### config.mk
export PLATFORM = sky130hd
export DESIGN_NAME = crtmr_mul_stage
export DESIGN_NICKNAME = d
export VERILOG_FILES = /design/src/crtmr_pkg.sv /design/src/crtmr_mul_stage.sv
export SDC_FILE = /design/constraint.sdc
export NUM_CORES = 2
export LEC_CHECK = 0
export ABC_CLOCK_PERIOD_IN_PS = 11800
export BUFFER_PORTS_ARGS = -buffer_cell sky130_fd_sc_hd__buf_4
export CELL_PAD_IN_SITES_DETAIL_PLACEMENT = 1
export CELL_PAD_IN_SITES_GLOBAL_PLACEMENT = 1
export CORE_ASPECT_RATIO = 1.75
export CORE_UTILIZATION = 52
export CTS_CLUSTER_DIAMETER = 150
export DETAILED_ROUTE_END_ITERATION = 12
export GPL_TIMING_DRIVEN = 0
export PLACE_DENSITY_LB_ADDON = 0.1
export REMOVE_ABC_BUFFERS = 1
export SETUP_SLACK_MARGIN = 0.15
export SYNTH_ARGS = -nofsm -noshare
export SYNTH_HDL_FRONTEND = slang
export SYNTH_SLANG_ARGS = --single-unit
### constraint.sdc
create_clock -name clk -period 11.8 [get_ports clk]
set_clock_uncertainty 0.2 [all_clocks]
set_input_delay 2.36 -clock clk [delete_from_list [all_inputs] [get_ports clk]]
set_output_delay 2.36 -clock clk [all_outputs]
set_load 0.05 [all_outputs]
### src/crtmr_pkg.sv
// Shared constants, modulus tables and types for the CRT modular reduction pipeline.
package crtmr_pkg;

  localparam int NumModuli = 8;
  localparam int IdxW      = 3;
  localparam int ValW      = 64;
  localparam int ResW      = 32;
  localparam int FacW      = 6;
  localparam int NumStages = 5;

  localparam logic FUNC_MONT    = 1'b0;
  localparam logic FUNC_BARRETT = 1'b1;

  typedef logic [ResW-1:0] word_t;
  typedef logic [ValW-1:0] dword_t;
  typedef logic [FacW-1:0] fac_t;
  typedef logic [IdxW-1:0] idx_t;

  typedef struct packed {
    logic   mode;
    word_t  q;
    dword_t val;
  } item_t;

  typedef struct packed {
    logic s1;
    logic s2;
    logic s3;
    logic s4;
    logic s5;
  } stage_en_t;

  function automatic word_t modulus_lut(input idx_t idx);
    word_t q;
    case (idx)
      3'd0:    q = 32'h1CF53113;
      3'd1:    q = 32'h19E8DB11;
      3'd2:    q = 32'h16DC850F;
      3'd3:    q = 32'h13D02F0D;
      3'd4:    q = 32'h10C3D90B;
      3'd5:    q = 32'h0DB78309;
      3'd6:    q = 32'h0AAB2D07;
      default: q = 32'h079ED705;
    endcase
    return q;
  endfunction

  function automatic word_t inverse_lut(input idx_t idx);
    word_t inv;
    case (idx)
      3'd0:    inv = 32'hD05A411B;
      3'd1:    inv = 32'h06FB75F1;
      3'd2:    inv = 32'h07E9C9EF;
      3'd3:    inv = 32'hF57037C5;
      3'd4:    inv = 32'hADB32AA3;
      3'd5:    inv = 32'hB7DAFB39;
      3'd6:    inv = 32'hEC62B0B7;
      default: inv = 32'h17BD5DCD;
    endcase
    return inv;
  endfunction

  function automatic fac_t factor_lut(input idx_t idx);
    fac_t f;
    case (idx)
      3'd0:    f = 6'd9;
      3'd1:    f = 6'd10;
      3'd2:    f = 6'd11;
      3'd3:    f = 6'd13;
      3'd4:    f = 6'd15;
      3'd5:    f = 6'd19;
      3'd6:    f = 6'd24;
      default: f = 6'd34;
    endcase
    return f;
  endfunction

endpackage

### src/crtmr_mul_stage.sv
// Registered signed-by-unsigned 32x32 multiply stage giving the low 64 product bits.
module crtmr_mul_stage (
  input  logic                 clk,
  input  logic                 en,
  input  crtmr_pkg::word_t     a_i,
  input  crtmr_pkg::word_t     b_i,
  output crtmr_pkg::dword_t    prod_o
);

  logic signed [crtmr_pkg::ValW:0] full;
  crtmr_pkg::dword_t               prod_r;
  crtmr_pkg::dword_t               prod_nxt;

  assign full     = $signed(a_i) * $signed({1'b0, b_i});
  assign prod_nxt = full[crtmr_pkg::ValW-1:0];

  always_ff @(posedge clk) begin
    if (en) begin
      prod_r <= prod_nxt;
    end
  end

  assign prod_o = prod_r;

endmodule

==> flow_summary.yaml <==
critical_path:
  path_delay_family: "adder cells"
  cp_max_fo: 32
  slowest_delay_ns: 0.57
  crit_slowest_cell: "or4_1"
  path_buf_inv: 5
  critPathMostFrequentCell: "fa_1"
  end_kind: "register"
  critPathKind: "primary input to register"
  worstSetupStartpointType: "primary input"
  crit_chain: "buf_4 -> and2_1 -> fa_1 -> fa_1 -> inv_1 -> fa_1 -> fa_1 -> inv_1 -> fa_1 -> inv_1 -> fa_1 -> inv_1 -> fa_1 -> fa_1 -> ha_1 -> and4_1 -> nand4_1 -> or4_1 -> o2111ai_1 -> a32o_1 -> o21ai_1 -> o31ai_2 -> a21o_1 -> a21oi_1"
  crit_required_ns: 11.70
  cp.arrival_ns: 10.20
global_routing:
  antenna_found_initial: 4
  grt_pass1_vias: 32140
  grt_max_degree: 65
  overflow: 0
  grt_pass1_wl_um: 178800
  globalRouteTotalUtil: 0.3430
die:
  ioPinCount: 130
  dieArea_mm2: 0.07010
  start_util: 0.5252
  die-height_um: 349.5
  rows: 127
  die_w_um: 200.6
  core_mm2: 0.06833
run:
  cap_violations: 0
route:
  drtIter0Drc: 1004
  met3_length_um: 3668
  top_layer: "met4"
  m1WireLength_um: 36340
  viasPerCell: 5.624
  routed_wl_um: 115100
  vias: 26230
  drcViolationCount: 0
  wl_per_cell_um: 24.67
  wl_met2_um: 64970
  drt.antenna.violating_nets: 0
  drt_first_pass_iters: 5
cts:
  cts_buffer_depth: 2
  cts_made_buffers: 9
  clock-sinks: 64
  root_buffer: "clkbuf_16"
  cts_resized: 0
  cts_hold_buffers: 0
  postCtsSetupRepairBufs: 0
  path_clk_slew_ns: 0.06
  ctsHtreeMaxLevel: 3
  cts_tree: "built"
yosys:
  avgSynthCellArea_um2: 9.362
  yosysUniqueCellTypes: 61
  synth_edf_count: 64
  yosys_warnings: 0
  ys_seq_area_frac: 0.05356
  ys_seq_elements: 64
  ys_async_sr_fraction: 0
  synthFlopType: "edfxtp_1"
  syn_area_mm2: 0.03588
  synthCells: 3833
layout:
  fin_area_mm2: 0.03748
  largest_reg_flops: 64
  drive_gt1_frac: 0.04203
  final_cell_mix: "927 x inv_1, 897 x fa_1, 599 x and2_1, 437 x nand2_1, 291 x ha_1"
  final_nets: 5008
  syn_to_final_growth_pct: 4.446
  layout_commonest_cell: "inv_1"
  stdcell_count: 4663
timing:
  relSlewSlack: 0.3948
  setup_tns_ns: 0
  worst_slew_pin_slew_ns: 0.9078
  hold_violations: 0
  slew_violations: 0
  fin_crit_sh: 0.8725
  setup_viol: 0
  fmax_mhz: 97.13
  fin_crit_ns: 10.30
  rsz0062_at_grt: "no"
min_path:
  whs_endpoint: "prod_o[0]"
  holdCritStartpoint: "a_i[0]"
  hp-class: "primary input to register"
  whs_path_depth: 2
status:
  status: "completed"
placement:
  io_buffers: 129
  dp_cells: 4646
  finalWeightedCongestion: 0.9055
  place_area_mm2: 0.03715
  dpl.hpwl_um: 88550
[metrics by stage]
step           hold WS (ns)  setup WS [ns]    util
2_1_floorplan         2.273          2.503       -
3_3_place_gp          2.648          1.251  0.5437
3_5_place_dp          2.649          1.169  0.5437
4_1_cts               2.383          1.510  0.5485
5_1_grt               2.393          1.211  0.5485
6_report              2.380          1.504  0.5485
[cells by family after synthesis]
kind of cell | Yosys count | share of synthesized area
AO/OA/AOI/OAI | 207 | 0.03825
flip-flops | 64 | 0.05356
buffers and inverters | 1146 | 0.1202
multiplexers | 1 | 0.0002790
XOR/XNOR | 62 | 0.01513
AND/OR/NAND/NOR | 1165 | 0.1707
adder cells (fa/ha/maj) | 1188 | 0.6019
[synthesized netlist by cell type (20+ instances only)]
| cell type | count | area (µm²) |
|---|---|---|
| ha_1 | 291 | 3641 |
| edfxtp_1 | 64 | 1922 |
| fa_1 | 897 | 17960 |
| xor2_1 | 20 | 175.2 |
| inv_1 | 927 | 3480 |
| nor2_1 | 30 | 112.6 |
| o21ai_1 | 21 | 105.1 |
| a21o_1 | 34 | 255.2 |
| clkbuf_1 | 212 | 795.8 |
| and2_1 | 599 | 3747 |
| xnor2_1 | 42 | 367.9 |
| a21oi_1 | 58 | 290.3 |
| nor2b_1 | 26 | 162.7 |
| nand4_1 | 21 | 131.4 |
| nand2_1 | 437 | 1640 |
[final cells by class]
type                            count  area (µm²)
Sequential cell                    64        1922
Antenna cell                        1       2.502
Clock buffer                        9       225.2
Clock inverter                      7       102.6
Timing Repair Buffer              129       968.4
Inverter                          927        3480
Multi-Input combinational cell   2623       29650
Fill cell                        7854       30850
Tap cell                          903        1130
[how the worst max path moves through the flow]
stage	to	depth (start not counted)	from
after floorplan	prod_o[62]	23	b_i[13]
after global placement	prod_o[61]	24	a_i[9]
after detailed placement	prod_o[60]	24	b_i[15]
after CTS	prod_o[62]	24	b_i[15]
after global routing	prod_o[62]	22	b_i[15]
final	prod_o[62]	24	b_i[15]
[layer usage]
metal  vias up  GRT usage
met1     14050     0.3284
met5         -          0
li1      10940          -
met2       793     0.6728
met3       442    0.02961
met4         0     0.2563
Power is not shown: default switching activity piles up to over one toggle a cycle in this logic, so the estimate is an artifact.
