[config.mk]
export PLATFORM = sky130hd
export DESIGN_NAME = crtmr_fix
export DESIGN_NICKNAME = d
export VERILOG_FILES = /design/src/crtmr_pkg.sv /design/src/crtmr_fix.sv
export SDC_FILE = /design/constraint.sdc
export NUM_CORES = 1
export LEC_CHECK = 0
export BUFFER_PORTS_ARGS = -buffer_cell sky130_fd_sc_hd__clkbuf_2
export CELL_PAD_IN_SITES_DETAIL_PLACEMENT = 1
export CELL_PAD_IN_SITES_GLOBAL_PLACEMENT = 1
export CORE_ASPECT_RATIO = 1.5
export CORE_UTILIZATION = 42
export CTS_CLUSTER_DIAMETER = 120
export CTS_CLUSTER_SIZE = 14
export DETAILED_ROUTE_END_ITERATION = 8
export PLACE_DENSITY_LB_ADDON = 0.12
export SYNTH_ARGS = -nofsm -noshare
export SYNTH_HDL_FRONTEND = slang
export SYNTH_SLANG_ARGS = --single-unit
[constraint.sdc]
create_clock -name clk -period 3 [get_ports clk]
set_input_delay 0.15 -clock clk [delete_from_list [all_inputs] [get_ports clk]]
set_output_delay 0.15 -clock clk [all_outputs]
set_load 0.005 [all_outputs]
[src/crtmr_pkg.sv]
// Shared constants, modulus tables and types for the CRT modular reduction pipeline.
package crtmr_pkg;

  localparam int NumModuli = 8;
  localparam int IdxW      = 3;
  localparam int ValW      = 64;
  localparam int ResW      = 32;
  localparam int FacW      = 6;
  localparam int NumStages = 5;

  localparam logic FUNC_MONT    = 1'b0;
  localparam logic FUNC_BARRETT = 1'b1;

  typedef logic [ResW-1:0] word_t;
  typedef logic [ValW-1:0] dword_t;
  typedef logic [FacW-1:0] fac_t;
  typedef logic [IdxW-1:0] idx_t;

  typedef struct packed {
    logic   mode;
    word_t  q;
    dword_t val;
  } item_t;

  typedef struct packed {
    logic s1;
    logic s2;
    logic s3;
    logic s4;
    logic s5;
  } stage_en_t;

  function automatic word_t modulus_lut(input idx_t idx);
    word_t q;
    case (idx)
      3'd0:    q = 32'h1CF53113;
      3'd1:    q = 32'h19E8DB11;
      3'd2:    q = 32'h16DC850F;
      3'd3:    q = 32'h13D02F0D;
      3'd4:    q = 32'h10C3D90B;
      3'd5:    q = 32'h0DB78309;
      3'd6:    q = 32'h0AAB2D07;
      default: q = 32'h079ED705;
    endcase
    return q;
  endfunction

  function automatic word_t inverse_lut(input idx_t idx);
    word_t inv;
    case (idx)
      3'd0:    inv = 32'hD05A411B;
      3'd1:    inv = 32'h06FB75F1;
      3'd2:    inv = 32'h07E9C9EF;
      3'd3:    inv = 32'hF57037C5;
      3'd4:    inv = 32'hADB32AA3;
      3'd5:    inv = 32'hB7DAFB39;
      3'd6:    inv = 32'hEC62B0B7;
      default: inv = 32'h17BD5DCD;
    endcase
    return inv;
  endfunction

  function automatic fac_t factor_lut(input idx_t idx);
    fac_t f;
    case (idx)
      3'd0:    f = 6'd9;
      3'd1:    f = 6'd10;
      3'd2:    f = 6'd11;
      3'd3:    f = 6'd13;
      3'd4:    f = 6'd15;
      3'd5:    f = 6'd19;
      3'd6:    f = 6'd24;
      default: f = 6'd34;
    endcase
    return f;
  endfunction

endpackage

[src/crtmr_fix.sv]
// Final subtract and conditional modulus correction, two register stages.
module crtmr_fix (
  input  logic                 clk,
  input  logic                 en_sub,
  input  logic                 en_fix,
  input  logic                 mode_i,
  input  crtmr_pkg::word_t     q_i,
  input  crtmr_pkg::dword_t    val_i,
  input  crtmr_pkg::dword_t    prod_i,
  output crtmr_pkg::word_t     residue_o
);

  crtmr_pkg::dword_t diff;
  crtmr_pkg::word_t  r_r;
  crtmr_pkg::word_t  r_nxt;
  crtmr_pkg::word_t  q_r;
  crtmr_pkg::word_t  residue_r;
  crtmr_pkg::word_t  residue_nxt;

  assign diff  = val_i - prod_i;
  assign r_nxt = (mode_i == crtmr_pkg::FUNC_BARRETT) ? diff[crtmr_pkg::ResW-1:0]
                                                      : diff[crtmr_pkg::ValW-1:crtmr_pkg::ResW];

  assign residue_nxt = ($signed(r_r) >= $signed(q_r)) ? (r_r - q_r) : r_r;

  always_ff @(posedge clk) begin
    if (en_sub) begin
      r_r <= r_nxt;
      q_r <= q_i;
    end
    if (en_fix) begin
      residue_r <= residue_nxt;
    end
  end

  assign residue_o = residue_r;

endmodule
==> out/qor.csv <==
metric,value,unit
DRT Pass-1 Iters,5,
dpl hpwl,26000,um
DR vias,9555,
WP data required,3100,ps
drt drc,0,
Worst Setup Start Kind,flip-flop,
largest buffer count on any clock path,2,
Slew Limit Headroom,38.8,%
failing checks,negative setup slack,
kind of critical path,flip-flop to flip-flop,
nets,1676,
HP Class,primary input to flip-flop,
FP Rows,66,
Routed wire per std cell,19.6,um
run status,"finished, violations left",
I/O pin count,196,
Cells after Synth,1112,
drt total wl,33200,um
clk_skew,10.9,ps
Post-synth EDFFs,96,
CP max FO,22,
fin crit share,101,%
CP Launch Point,r_r[0],
largest net degree at the start of global routing,46,
crit path cell chain,"inv_1, ha_2, fa_2, nor2b_2, o21ai_2, a21boi_2, o31ai_4, a311oi_2, buf_4, a31oi_4, o31ai_4, a2bb2oi_4, buf_12, buf_16, nand2_1, o21ai_1",
most common cell in the netlist,inv_1,
CTS tree,yes,
Tot GR Track Use,28.4,%
Clock transition at path regs,70,ps
Clock Sinks,96,
"top cells by area, synth","edfxtp_1 (31%), ha_1 (13%), a21oi_1 (5.5%), inv_1 (4.6%), nand2_1 (4.4%)",
max-cap violation count,0,
"Top FF cell, synth",edfxtp_1,
count of input and output buffers,195,
post-synth top area cell,edfxtp_1,
first-pass GRT wire length,52100,um
commonest cells in the netlist,"inv_1 (117), nand2_1 (111), a21oi_1 (104), edfxtp_1 (96), ha_1 (95)",
# diodes,0,
register area share after synthesis,30.5,%
cell family with most CP delay,compound AO/OA/AOI/OAI gates,
Skew-Pair Late Insertion Delay,350,ps
CTS Buf Count,9,
"Worst Setup Slack, final",-29.6,ps
Post-Syn Nets,1373,
Final Hold Viols,0,
Placer Congestion,0.916,
Synth top area share,30.5,%
Worst VDD drop,240,uV
Die X,124,um
Via-to-Cell Ratio,5.65,
Hold Crit Start,q_i[15],
vias in the first global route,10300,
Initial Util,43.2,%
synth unique cells,75,
YS warnings,0,
Most common cell on crit path,o31ai_4,
initial antenna violation count,0,
unrepaired setup endpoints after global routing,true,
Syn-to-layout area delta,30.8,%
endpoints failing setup,13,
cell area power density,517,mW/mm2
layout cells sized above 1,27.5,%
Critical R2R Launch,r_r[0],
Least-Margin Pin Slew,919,ps
Die Area,0.0231,mm2
CTS H-tree lvls,3,
synthesized area per cell,8.49,um2
Final Max Slew Viols,0,
Placeable Area,0.0219,mm2
Die Ht,186,um
Final Util,56.4,%
"slowest stage delay, CP",380,ps
WP buf/inv,4,
arrival time worst endpoint,3120,ps
Mapped Area,0.00945,mm2
Root Driver,clkbuf_16,
initial drt markers,514,
post-layout minimum cycle time,3030,ps
Yosys reg bits,96,
FMAX,330,MHz
grt total ovfl,0,
Critical Path End Type,flip-flop,
async set-reset flop share out of synthesis,0,%
post-route ant nets,0,
Pleak,5.82,nW
Overall Power,6.39,mW
CP max-delay cell,edfxtp_1,
==> worst register-to-register path: cells and delay by family (launching register included) <==
| kind | cells | cell delay, ps |
|---|---|---|
| AO/OA/AOI/OAI | 8 | 1030 |
| adder cells (fa/ha/maj) | 2 | 550 |
| buffers and inverters | 4 | 570 |
| flip-flops | 1 | 380 |
| AND/OR/NAND/NOR | 2 | 230 |
==> report_power, final <==
group          internal, mW  leakage, nW  switching (mW)
Combinational          1.48         4.73            1.76
Sequential             1.82        0.943           0.123
Clock                 0.716        0.149           0.500
Total                  4.01         5.82            2.38
==> flip-flops by register name (all words and copies together), names as in the netlist <==
| register | cells |
|---|---|
| q_r | 32 |
| r_r | 32 |
| residue_o | 32 |
==> kinds of logic after synthesis <==
group / share of synthesized area (%)
multiplexers: 0.318
AND/OR/NAND/NOR: 15.8
adder cells (fa/ha/maj): 13.0
buffers and inverters: 6.98
AO/OA/AOI/OAI: 26.0
XOR/XNOR: 7.42
flip-flops: 30.5
==> layer usage <==
metal / GRT usage, % / vias up / wire length, um
li1: - / 4623 / -
met1: 30.3 / 4617 / 12900
met2: 57.0 / 242 / 18300
met3: 1.95 / 73 / 787
met4: 11.8 / 0 / 1260
met5: 0 / - / 0
==> path summary, 6_finish.rpt <==
kind,end,slack [ps],depth (start not counted)
worst max register to register,residue_o[7],-30,16
worst min register to register,residue_o[17],610,2
worst max-delay path,residue_o[7],-30,16
worst min-delay path,q_r[15],20,1
==> through the flow <==
stage,hold slack (ps),cell area [um2],TNS [ps],cells,setup slack [ps]
2_1_floorplan,249,9450,0,1112,221
3_3_place_gp,326,11300,-6190,1632,-292
3_5_place_dp,329,11300,-10120,1632,-397
4_1_cts,9.21,12100,-1200,1681,-61.6
5_1_grt,12.9,12400,-3010,1690,-112
6_report,23.3,12400,-138,1690,-29.6
==> cell usage in the layout, fill, tap and decap left out, types with 5 or more instances in the layout <==
master         netlist  layout
a211o_1              5       5
a21boi_0             6       5
a21o_1              47      47
a21oi_1            104      97
a21oi_2              4      11
a31oi_1             17      16
and3_1              12      12
and4_1               5       5
buf_4                2     104
clkbuf_16            0      11
clkbuf_2             0     195
dlygate4sd3_1        0      30
edfxtp_1            96      96
ha_1                95      91
inv_1              117     117
nand2_1            111     103
nand2_2              0       6
nand2b_1            18      18
nand3_1             25      25
nand4_1             27      27
nor2_1              50      49
nor2b_1             17      16
nor3_1              18      17
o211ai_1             8       8
o21a_1              13      13
o21ai_0             56      55
o21ai_1             50      48
o21ai_2              2       5
o21bai_1             6       6
xnor2_1             35      35
xor2_1              45      45
==> cell type report <==
| cell class | count | area, um2 |
|---|---|---|
| tap | 272 | 340 |
| inverter | 117 | 439 |
| fill | 2661 | 9530 |
| timing repair buffer | 337 | 2240 |
| sequential | 96 | 2880 |
| clock buffer | 9 | 225 |
| clock inverter | 5 | 73.8 |
| multi-input combinational | 854 | 6150 |
==> what timing repair did <==
item / 4_1_cts / 5_1_grt
hold endpoints to repair: 29 / 1
hold buffers: 29 / 1
endpoints found under the setup margin: 32 / 33
cloned: 2 / 2
buffers inserted: 4 / 7
gates resized for setup: 26 / 27
pin swaps: 8 / 8
No activity file was read; power rests on OpenSTA's default activity.
